--- src/sv/ipr_pkg.sv ---
// Shared types, widths and constants for the quaternion to pitch/roll block.
// Holds the arctangent table used by the CORDIC stages.
// No dependencies.
package ipr_pkg;

  localparam int QW = 16;
  localparam int TS_W = 63;
  localparam int ANG_W = 14;
  localparam int LIM_W = 13;
  localparam int CORDIC_STAGES_DEF = 14;
  localparam logic [LIM_W-1:0] LIMIT_RST = 13'd4915;

  // Saturated sine is within +-2^28, so the square root input fits 57 bits
  // and the root fits 29 bits.
  localparam int SQ_W = 29;
  localparam int SQ_IN_W = 2 * SQ_W - 1;

  // CORDIC datapath: operands reach 2^32, grow by the CORDIC gain.
  localparam int CW = 37;
  localparam int ZW = 25;
  localparam logic signed [ZW-1:0] HALF_PI_Q20 = 25'sd1647099;

  typedef struct packed {
    logic [TS_W-1:0]        ts;
    logic signed [QW-1:0]   hw;
    logic signed [QW-1:0]   hx;
    logic signed [QW-1:0]   hy;
    logic signed [QW-1:0]   hz;
  } side_t;

  // Negation that saturates the most negative code.
  function automatic logic signed [QW-1:0] neg_sat(input logic signed [QW-1:0] v);
    logic signed [QW-1:0] r;
    if (v == {1'b1, {(QW-1){1'b0}}}) begin
      r = {1'b0, {(QW-1){1'b1}}};
    end else begin
      r = -v;
    end
    return r;
  endfunction

  // atan(2^-i) in Q20 radians, rounded to nearest.
  function automatic logic signed [ZW-1:0] atan_q20(input logic [4:0] i);
    logic signed [ZW-1:0] r;
    case (i)
      5'd0:  r = 25'sd823550;
      5'd1:  r = 25'sd486170;
      5'd2:  r = 25'sd256879;
      5'd3:  r = 25'sd130396;
      5'd4:  r = 25'sd65451;
      5'd5:  r = 25'sd32757;
      5'd6:  r = 25'sd16383;
      5'd7:  r = 25'sd8192;
      5'd8:  r = 25'sd4096;
      5'd9:  r = 25'sd2048;
      5'd10: r = 25'sd1024;
      5'd11: r = 25'sd512;
      5'd12: r = 25'sd256;
      5'd13: r = 25'sd128;
      5'd14: r = 25'sd64;
      5'd15: r = 25'sd32;
      5'd16: r = 25'sd16;
      5'd17: r = 25'sd8;
      5'd18: r = 25'sd4;
      5'd19: r = 25'sd2;
      5'd20: r = 25'sd1;
      default: r = '0;
    endcase
    return r;
  endfunction

endpackage

--- src/sv/ipr_isqrt.sv ---
// Pipelined floor square root, one result bit per register stage.
// Depends on ipr_pkg for widths.
module ipr_isqrt (
  input  logic                          clk,
  input  logic                          en,
  input  logic [ipr_pkg::SQ_IN_W-1:0]   n_in,
  output logic [ipr_pkg::SQ_W-1:0]      root_out
);

  localparam int OW = ipr_pkg::SQ_W;
  localparam int IW = ipr_pkg::SQ_IN_W;

  logic [IW-1:0] rem_r  [OW];
  logic [OW-1:0] root_r [OW];

  for (genvar j = 0; j < OW; j++) begin : g_stage
    localparam int K = OW - 1 - j;
    logic [IW-1:0] rem_p;
    logic [OW-1:0] root_p;
    logic [IW:0]   trial;
    logic [IW-1:0] rem_nxt;
    logic [OW-1:0] root_nxt;

    if (j == 0) begin : g_first
      assign rem_p  = n_in;
      assign root_p = '0;
    end else begin : g_next
      assign rem_p  = rem_r[j-1];
      assign root_p = root_r[j-1];
    end

    // Bits found so far lie above K, so (r + 2^K)^2 - r^2 is r*2^(K+1) | 2^(2K).
    always_comb begin
      trial = ({{(IW+1-OW){1'b0}}, root_p} << (K + 1)) | ((IW+1)'(1) << (2 * K));
      if ({1'b0, rem_p} >= trial) begin
        rem_nxt  = rem_p - trial[IW-1:0];
        root_nxt = root_p | (OW'(1) << K);
      end else begin
        rem_nxt  = rem_p;
        root_nxt = root_p;
      end
    end

    always_ff @(posedge clk) begin
      if (en) begin
        rem_r[j]  <= rem_nxt;
        root_r[j] <= root_nxt;
      end
    end
  end

  assign root_out = root_r[OW-1];

endmodule

--- config.mk ---
export PLATFORM = sky130hd
export DESIGN_NAME = ipr_isqrt
export DESIGN_NICKNAME = d
export VERILOG_FILES = /design/src/sv/ipr_pkg.sv /design/src/sv/ipr_isqrt.sv
export SDC_FILE = /design/constraint.sdc
export NUM_CORES = 2
export LEC_CHECK = 0
export BUFFER_PORTS_ARGS = -buffer_cell sky130_fd_sc_hd__buf_2
export CAP_MARGIN = 20
export CELL_PAD_IN_SITES_DETAIL_PLACEMENT = 0
export CELL_PAD_IN_SITES_GLOBAL_PLACEMENT = 1
export CORE_MARGIN = 4
export CORE_UTILIZATION = 45
export DETAILED_ROUTE_END_ITERATION = 10
export PLACE_DENSITY = 0.78
export REMOVE_ABC_BUFFERS = 1
export SLEW_MARGIN = 20
export SYNTH_ARGS = -nofsm -noshare
export SYNTH_HDL_FRONTEND = slang
export SYNTH_SLANG_ARGS = --single-unit
--- constraint.sdc ---
create_clock -name clk -period 5.31 [get_ports clk]
set_clock_uncertainty 0.05 [all_clocks]
set_input_delay 0.2655 -clock clk [delete_from_list [all_inputs] [get_ports clk]]
set_output_delay 0.2655 -clock clk [all_outputs]
set_load 0.01 [all_outputs]
==> results.toml <==
[run_status]
outcome = "finished clean"

[grt]
first_global_vias = 60200
grt_pass1_wl_mm = 352
antenna_found_initial = 7
grtUsageTotal_pct = 20.1
overflow = 0
grt_max_degree = 173

[yosys]
synth_top_area_cell = "edfxtp_1"
synthCells = 7693
synth_top_area_share_pct = 62.8
synth_area_um2 = 97200
async_flop_share_pct = 0
synth_edf_count = 2031
ys_seq_elements = 2031
synth-seq-area-share_pct = 62.8
synth.area.top_cells = "edfxtp_1 (63%), ha_1 (5.9%), xnor2_1 (3.6%)"
synth-main-ff-cell = "edfxtp_1"
synth_cell_types = 105
synth.avg_cell_area_um2 = 12.6
synth_warnings = 0

[layout]
ff_latch_area_um2 = 61000
area_growth_pct = 12.8
final_common_cell = "edfxtp_1"
drive_above_1_share_pct = 7.82
final_cell_mix = "edfxtp_1 (2031), inv_1 (557), nand2_1 (533)"
multi_input_area_um2 = 33500
nFillCells = 18200
num-nets-final = 8545

[placement]
gp_congestion = 0.892
dpl.hpwl_mm = 171
portBuffers = 87

[critical_path]
critPathKind = "reg2reg"
cp-start-kind = "flop"
timing.critical_path.mode_cell = "o21ai_0"
crit_path_cell_trace = "ha_1 -> o211ai_1 -> a21oi_1 -> nor2_1 -> o21ai_0 -> a31oi_1 -> o21ai_0 -> a2111oi_4 -> nor4b_1 -> xor2_1"
cp-end-kind = "flop"
cp_slowest_stage_delay_ns = 0.79
required_ns = 5.87
cp_max_fo = 8
cp_slowest_cell = "a2111oi_4"
critPathBufInv = 0
cp_top_family = "compound AO/OA/AOI/OAI gates"
arrival_ns = 4.81

[power]
p_leak_nw = 40.8
power_density_nw_per_um2 = 429
design_power_total_mw = 47.0
p_clk_share_pct = 31.9
p_int_mw = 33.1
switching_share_pct = 29.5
p_sw_mw = 13.9
p_seq_share_pct = 47.1
power_frac_comb_pct = 21.0
vdd.ir_drop.worst_v = 0.000368

[routing]
wire_per_inst_um = 20.7
wl_mm = 229
ant_nets = 0
via_count = 61100
drt-initial-drc-count = 5043
drc = 0
dr.pass1.iters = 6
viasPerCell = 5.53

[clock_network]
ctsHoldBuffers = 115
cts_tree = "built"
cts_max_level = 4
cts.repair.resized = 0
cts_made_buffers = 209
clock_path_buffers = 3
path_clk_slew_ns = 0.06
cts.sinks = 2031
cts_root_buf = "clkbuf_16"
cts_setup_buffers = 0
clkLatencyLatePin_ns = 0.88

[floorplan]
io_pins = 88
rows = 170
die-height_um = 473
initial_core_util_pct = 45.3
die_w_um = 473
core_um2 = 215000
dieArea_um2 = 223000

[sta]
fin_crit_ns = 4.25
hold_viol = 0
timing.final.crit_share_pct = 80.0
rsz0062_at_grt = "no"
finalSetupTns_ns = 0
setup_viol = 0
maxSlewHeadroom_pct = 27.4
worst_pin_slew_ns = 1.09
drv_slew = 0
timing.fmax_mhz = 235

[run]
drv_cap = 0

[min_path]
min-delay-path-class = "reg2reg"
==> metrics by stage <==
stage	setup slack [ns]	hold slack, ns	cells	util [%]	instance area [um2]
after floorplan	0.505	0.314	7537	-	96500
after global placement	1.22	0.372	10500	47.2	101000
after detailed placement	1.20	0.377	10500	47.2	101000
after CTS	1.18	0.370	11000	51.1	110000
after global routing	0.822	0.376	11000	51.1	110000
final	1.06	0.368	11000	51.1	110000
==> routing by layer <==
layer	vias up	GRT usage, %	part of all wire [%]
li1	29500	-	-
met1	29900	26.8	43
met2	1436	34.6	50
met4	2	5.08	2.2
met3	307	3.17	5.1
met5	-	0	0.0057
==> power by group through the flow <==
stage / registers [mW] / clock network (mW) / logic [mW]
3_5_place_dp: 22.4 / 0 / 9.70
3_3_place_gp: 22.4 / 0 / 9.64
2_1_floorplan: 21.6 / 0 / 7.08
4_1_cts: 22.1 / 15.4 / 9.84
5_1_grt: 22.3 / 16.0 / 11.0
6_report: 22.1 / 15.0 / 9.88
==> path summary, 6_finish.rpt <==
kind              slack (ns)                      from  depth (start not counted)                        to
setup / recovery        1.06   rem_r[1][575]$_DFFE_PP_                         10   rem_r[1][675]$_DFFE_PP_
hold / removal          0.37  root_r[1][280]$_DFFE_PP_                          0  root_r[1][309]$_DFFE_PP_
setup reg to reg        1.06   rem_r[1][575]$_DFFE_PP_                         10   rem_r[1][675]$_DFFE_PP_
hold reg to reg         0.37  root_r[1][280]$_DFFE_PP_                          0  root_r[1][309]$_DFFE_PP_
==> cells in the mapped netlist, types with 23 or more instances <==
master,n
clkbuf_1,120
ha_1,460
or2_2,26
a211oi_1,41
nand2b_1,112
a21oi_1,459
o21a_1,74
mux2_2,62
nor4b_1,43
inv_1,557
or4_1,54
xnor2_1,396
nand3b_1,23
o21bai_1,40
nor2_1,495
a21o_1,162
or3_1,61
o211ai_1,29
nor3_1,189
o31ai_1,47
edfxtp_1,2031
o21ai_0,384
and3_1,47
xor2_1,286
nor4_1,243
nand4_1,123
a31oi_1,44
nand2_1,533
buf_2,23
nand3_1,112
nor2b_1,74
==> cells by family after synthesis <==
kind of cell             count (synthesis)  synth area share [%]
multiplexers                            75                 0.854
other                                    1               0.00386
buffers and inverters                  717                  2.84
flip-flops                            2031                  62.8
adder cells (fa/ha/maj)                460                  5.92
XOR/XNOR                               682                  6.15
AND/OR/NAND/NOR                       2258                  12.1
AO/OA/AOI/OAI                         1469                  9.40
==> final cells by class <==
class / count / area share [%]
Sequential cell: 2031 / 55.6
Multi-Input combinational cell: 4945 / 30.6
Clock buffer: 238 / 4.87
Tap cell: 2838 / 3.24
Timing Repair Buffer: 278 / 2.10
Inverter: 561 / 1.92
Clock inverter: 144 / 1.64
Antenna cell: 3 / 0.00685
==> sequential cells by signal, indices dropped and copies added, names as in the netlist <==
signal / cells
rem_r: 1596
root_r: 435
Note: power is estimated with default switching activity, not from simulation.
