<file path="src/sv/ipr_pkg.sv">
// Shared types, widths and constants for the quaternion to pitch/roll block.
// Holds the arctangent table used by the CORDIC stages.
// No dependencies.
package ipr_pkg;

  localparam int QW = 16;
  localparam int TS_W = 63;
  localparam int ANG_W = 14;
  localparam int LIM_W = 13;
  localparam int CORDIC_STAGES_DEF = 14;
  localparam logic [LIM_W-1:0] LIMIT_RST = 13'd4915;

  // Saturated sine is within +-2^28, so the square root input fits 57 bits
  // and the root fits 29 bits.
  localparam int SQ_W = 29;
  localparam int SQ_IN_W = 2 * SQ_W - 1;

  // CORDIC datapath: operands reach 2^32, grow by the CORDIC gain.
  localparam int CW = 37;
  localparam int ZW = 25;
  localparam logic signed [ZW-1:0] HALF_PI_Q20 = 25'sd1647099;

  typedef struct packed {
    logic [TS_W-1:0]        ts;
    logic signed [QW-1:0]   hw;
    logic signed [QW-1:0]   hx;
    logic signed [QW-1:0]   hy;
    logic signed [QW-1:0]   hz;
  } side_t;

  // Negation that saturates the most negative code.
  function automatic logic signed [QW-1:0] neg_sat(input logic signed [QW-1:0] v);
    logic signed [QW-1:0] r;
    if (v == {1'b1, {(QW-1){1'b0}}}) begin
      r = {1'b0, {(QW-1){1'b1}}};
    end else begin
      r = -v;
    end
    return r;
  endfunction

  // atan(2^-i) in Q20 radians, rounded to nearest.
  function automatic logic signed [ZW-1:0] atan_q20(input logic [4:0] i);
    logic signed [ZW-1:0] r;
    case (i)
      5'd0:  r = 25'sd823550;
      5'd1:  r = 25'sd486170;
      5'd2:  r = 25'sd256879;
      5'd3:  r = 25'sd130396;
      5'd4:  r = 25'sd65451;
      5'd5:  r = 25'sd32757;
      5'd6:  r = 25'sd16383;
      5'd7:  r = 25'sd8192;
      5'd8:  r = 25'sd4096;
      5'd9:  r = 25'sd2048;
      5'd10: r = 25'sd1024;
      5'd11: r = 25'sd512;
      5'd12: r = 25'sd256;
      5'd13: r = 25'sd128;
      5'd14: r = 25'sd64;
      5'd15: r = 25'sd32;
      5'd16: r = 25'sd16;
      5'd17: r = 25'sd8;
      5'd18: r = 25'sd4;
      5'd19: r = 25'sd2;
      5'd20: r = 25'sd1;
      default: r = '0;
    endcase
    return r;
  endfunction

endpackage

</file>
<file path="src/sv/ipr_cordic.sv">
// Unrolled vectoring CORDIC: atan2(y, x) in Q20 radians, one register per rotation.
// Depends on ipr_pkg for widths and the arctangent table.
module ipr_cordic #(
  parameter int STAGES = ipr_pkg::CORDIC_STAGES_DEF
) (
  input  logic                            clk,
  input  logic                            en,
  input  logic signed [ipr_pkg::CW-1:0]   x_in,
  input  logic signed [ipr_pkg::CW-1:0]   y_in,
  output logic signed [ipr_pkg::ZW-1:0]   z_out
);

  localparam int W  = ipr_pkg::CW;
  localparam int ZW = ipr_pkg::ZW;

  logic signed [W-1:0]  x_r  [STAGES+1];
  logic signed [W-1:0]  y_r  [STAGES+1];
  logic signed [ZW-1:0] z_r  [STAGES+1];
  logic                 zf_r [STAGES+1];

  // A vector in the left half plane is first turned by a quarter turn.
  always_ff @(posedge clk) begin
    if (en) begin
      zf_r[0] <= (x_in == '0) && (y_in == '0);
      if (x_in < 0) begin
        if (y_in >= 0) begin
          x_r[0] <= y_in;
          y_r[0] <= -x_in;
          z_r[0] <= ipr_pkg::HALF_PI_Q20;
        end else begin
          x_r[0] <= -y_in;
          y_r[0] <= x_in;
          z_r[0] <= -ipr_pkg::HALF_PI_Q20;
        end
      end else begin
        x_r[0] <= x_in;
        y_r[0] <= y_in;
        z_r[0] <= '0;
      end
    end
  end

  for (genvar i = 0; i < STAGES; i++) begin : g_rot
    logic signed [W-1:0] dx;
    logic signed [W-1:0] dy;
    assign dx = y_r[i] >>> i;
    assign dy = x_r[i] >>> i;

    always_ff @(posedge clk) begin
      if (en) begin
        zf_r[i+1] <= zf_r[i];
        if (y_r[i] > 0) begin
          x_r[i+1] <= x_r[i] + dx;
          y_r[i+1] <= y_r[i] - dy;
          z_r[i+1] <= z_r[i] + ipr_pkg::atan_q20(5'(i));
        end else begin
          x_r[i+1] <= x_r[i] - dx;
          y_r[i+1] <= y_r[i] + dy;
          z_r[i+1] <= z_r[i] - ipr_pkg::atan_q20(5'(i));
        end
      end
    end
  end

  assign z_out = zf_r[STAGES] ? '0 : z_r[STAGES];

endmodule

</file>
<file path="config.mk">
export PLATFORM = sky130hd
export DESIGN_NAME = ipr_cordic
export DESIGN_NICKNAME = d
export VERILOG_FILES = /design/src/sv/ipr_pkg.sv /design/src/sv/ipr_cordic.sv
export SDC_FILE = /design/constraint.sdc
export NUM_CORES = 2
export LEC_CHECK = 0
export ABC_CLOCK_PERIOD_IN_PS = 6200
export BUFFER_PORTS_ARGS = -buffer_cell sky130_fd_sc_hd__buf_4
export CAP_MARGIN = 0
export CORE_ASPECT_RATIO = 0.8
export CORE_MARGIN = 4
export CORE_UTILIZATION = 35
export DETAILED_ROUTE_END_ITERATION = 16
export PLACE_DENSITY_LB_ADDON = 0.12
export SYNTH_ARGS = -nofsm -noshare
export SYNTH_HDL_FRONTEND = slang
export SYNTH_SLANG_ARGS = --single-unit
export TNS_END_PERCENT = 30
</file>
<file path="constraint.sdc">
create_clock -name clk -period 6.2 [get_ports clk]
set_input_delay 1.24 -clock clk [delete_from_list [all_inputs] [get_ports clk]]
set_output_delay 1.24 -clock clk [all_outputs]
set_load 0.01 [all_outputs]
</file>
==> summary.md <==
| Metric | Value |
|---|---|
| Status | complete, no violations |
| Hold-fix buffers at CTS | 0 |
| Clk slew on worst S/H paths | roughly 0.060 ns |
| Grt ovf | 0 |
| GRT Util Overall | 20.7% |
| Core box area | 325,000 um^2 |
| Vias in the first global route | roughly 90,000 |
| PnR worst setup slack | 0.227 ns |
| EDFF count, synth | 1,353 |
| Initial DRC count | a little over 7,000 |
| Initial antenna violation count | 19 |
| Min Tclk post-route | 5.97 ns |
| Antenna Nets Post-Route | 0 |
| Max-Cap Viols | 0 |
| H-tree Lvls | 4 |
| Fin nets | 14,100 |
| DP Worst Slack | -0.343 ns |
| Layout cells sized above 1 | 10.5% |
| HP Class | flop to flop |
| Clock Skew | just under 0.07 ns |
| Vias per cell | 5.43 |
| GP Congestion | 0.914 |
| Die X-Extent | 647 um |
| TritonRoute pass-1 iters | 6 |
| Post-DP HPWL | 296,000 um |
| Area of the die | 336,000 um^2 |
| Setup crit end kind | flop |
| Worst path arrival time | 6.54 ns |
| Final Hold Slack | 0.384 ns |
| Netlist cell types | 91 |
| Fmax | 0.167 GHz |
| Syn Nets | 13,400 |
| CTS tree | built |
| WP data required | around 6.8 ns |
| Vias | 93,900 |
| Fraction of the yosys area taken by sequential cells | 35.6% |
| Prevailing post-synth register cell | edfxtp_1 |
| Slew @ Worst Pin | 1.15 ns |
| Drt wl/cell | 20.9 um |
| Yosys reg bits | 1,353 |
| Core Rows | 187 |
| Area Growth Syn to Fin | 15.0% |
| Port Buffers | 100 |
| CP Launch Type | flop |
| Num CTS Buffers | 167 |
| Dpl cells | ~17,000 |
| Setup CP Type | flop to flop |
| Non-Filler Instances | 17,300 |
| Syn Inst Count | 12,000 |
| Ports | 101 |
| Endpoints failing hold | 0 |
| Final Max Tran Viols | 0 |
| Bufs on Longest Clock Path | 4 |
| Syn Area/Cell | 9.49 um^2 |
| Async SR Flop Fraction | 0% |
| CTS sink count | 1,353 |
| Initial core utilization | around a third |
| DRC | 0 |
| Die height | 519 um |
| Crit path max fanout | 6 |
| Final WL | 361,000 um |
| Area of the mapped netlist | 114,000 um^2 |
| Final setup fails | 0 |
| CTS Root Cell | clkbuf_16 |
| Synth Warn # | 0 |
| Period utilization | a little under 100% |
| Largest net degree at the start of global routing | between 100 and 150 |
| Clk_lat worst skew | 0.87 ns |
| First-pass GRT wire length | about 550,000 um |
| Worst rel slew slack | 23.4% |
| RSZ-0062 raised after global routing | yes |
-- area by class of cell --
class	count	area, um^2
Antenna cell	2	5.00
Clock buffer	201	4310
Clock inverter	87	811
Fill cell	32200	193000
Inverter	569	2150
Multi-Input combinational cell	9863	71300
Sequential cell	1353	40600
Tap cell	4347	5440
Timing Repair Buffer	870	6690
-- sequential cells by signal, indices dropped and copies added, names as in the netlist --
| register | cells |
|---|---|
| x_r | 468 |
| zf_r | 15 |
| z_r | 352 |
| y_r | 518 |
-- stage by stage --
stage          instance area [um^2]  setup TNS [ns]  util [%]
2_1_floorplan                114000          -0.118         -
3_3_place_gp                 125000           -2.64      38.6
3_5_place_dp                 125000           -6.17      38.6
4_1_cts                      131000          -0.145      40.2
5_1_grt                      131000          -0.352      40.4
6_report                     131000               0      40.4
-- Yosys cell counts, types with 150 or more instances --
| library cell | count | area [um^2] |
|---|---|---|
| nand2_1 | 736 | 2760 |
| o21ai_0 | 783 | 3920 |
| clkbuf_1 | 227 | 852 |
| inv_1 | 560 | 2100 |
| nand3_1 | 187 | 936 |
| nor3_1 | 256 | 1280 |
| nor2b_1 | 195 | 1220 |
| ha_1 | 1191 | 14900 |
| edfxtp_1 | 1353 | 40600 |
| o21bai_1 | 150 | 1130 |
| nand2b_1 | 206 | 1290 |
| a21o_1 | 529 | 3970 |
| xor2_1 | 645 | 5650 |
| xnor2_1 | 1099 | 9630 |
| nor2_1 | 836 | 3140 |
| o31ai_1 | 203 | 1520 |
| o21a_1 | 173 | 1300 |
| a21oi_1 | 1139 | 5700 |
-- worst max-delay path, stage by stage (launching register included) --
cell and delay (ns):
edfxtp_1 0.37, or4_1 0.55, or3_1 0.44, nor2_1 0.13
buf_4 0.14, and3_1 0.22, nand2_1 0.12, nor2_2 0.16
o21ai_4 0.14, inv_1 0.14, buf_4 0.17, a21oi_1 0.06
xnor2_1 0.14, ha_1 0.31, a21o_1 0.17, a21o_1 0.18
a2111oi_0 0.35, and3_1 0.28, o31ai_1 0.16, a221o_1 0.42
a21bo_2 0.25, a21o_1 0.18, a21oi_1 0.28, o21ai_0 0.15
xor2_1 0.19
-- cell families after synthesis --
family	after synthesis	share of synthesized area, %
flip-flops	1353	35.6
multiplexers	54	0.501
AND/OR/NAND/NOR	3130	13.5
XOR/XNOR	1745	13.4
AO/OA/AOI/OAI	3698	20.5
adder cells (fa/ha/maj)	1236	13.8
buffers and inverters	828	2.75
-- layout by cell type, fill, tap and decap left out, types with 33 or more instances in the layout --
| master | synthesis | layout |
|---|---|---|
| a211oi_1 | 79 | 69 |
| a21boi_0 | 60 | 54 |
| a21o_1 | 529 | 529 |
| a21oi_1 | 1139 | 1120 |
| a31oi_1 | 108 | 98 |
| and2_1 | 62 | 61 |
| and3_1 | 100 | 99 |
| buf_4 | 2 | 855 |
| clkbuf_1 | 227 | 34 |
| clkbuf_16 | 0 | 167 |
| clkinv_1 | 7 | 33 |
| edfxtp_1 | 1353 | 1353 |
| fa_1 | 45 | 45 |
| ha_1 | 1191 | 1188 |
| inv_1 | 560 | 556 |
| nand2_1 | 736 | 736 |
| nand2b_1 | 206 | 205 |
| nand3_1 | 187 | 184 |
| nand4_1 | 103 | 103 |
| nor2_1 | 836 | 831 |
| nor2b_1 | 195 | 194 |
| nor3_1 | 256 | 248 |
| nor4_1 | 109 | 99 |
| o211ai_1 | 47 | 47 |
| o21a_1 | 173 | 172 |
| o21ai_0 | 783 | 744 |
| o21ai_1 | 11 | 35 |
| o21bai_1 | 150 | 150 |
| o31ai_1 | 203 | 196 |
| o41ai_1 | 89 | 85 |
| or2_2 | 44 | 44 |
| or3_1 | 114 | 110 |
| or4_1 | 89 | 84 |
| xnor2_1 | 1099 | 1098 |
| xor2_1 | 645 | 645 |
-- final timing paths --
kind,cells after the start,endpoint,slack [ns],from
max,24,x_r[0][181],0.23,y_r[0][120]
min,0,z_r[1][129],0.38,z_r[1][104]
max reg2reg,24,x_r[0][181],0.23,y_r[0][120]
min reg2reg,0,z_r[1][129],0.38,z_r[1][104]
-- per-layer routing --
layer  share of wire (%)  track usage [%]
met5              0.0086                0
met4                 1.8             3.93
met3                 4.6             2.32
met2                  46             33.7
met1                  48             29.7
-- timing repair --
item                       in CTS  in global routing
setup endpoints to repair      51                177
gates resized for setup        32                170
pin swaps                       3                 35
hold endpoints to repair        0                  0
buffers inserted                4                 16
Power is not shown: default switching activity piles up to over one toggle a cycle in this logic, so the estimate is an artifact.
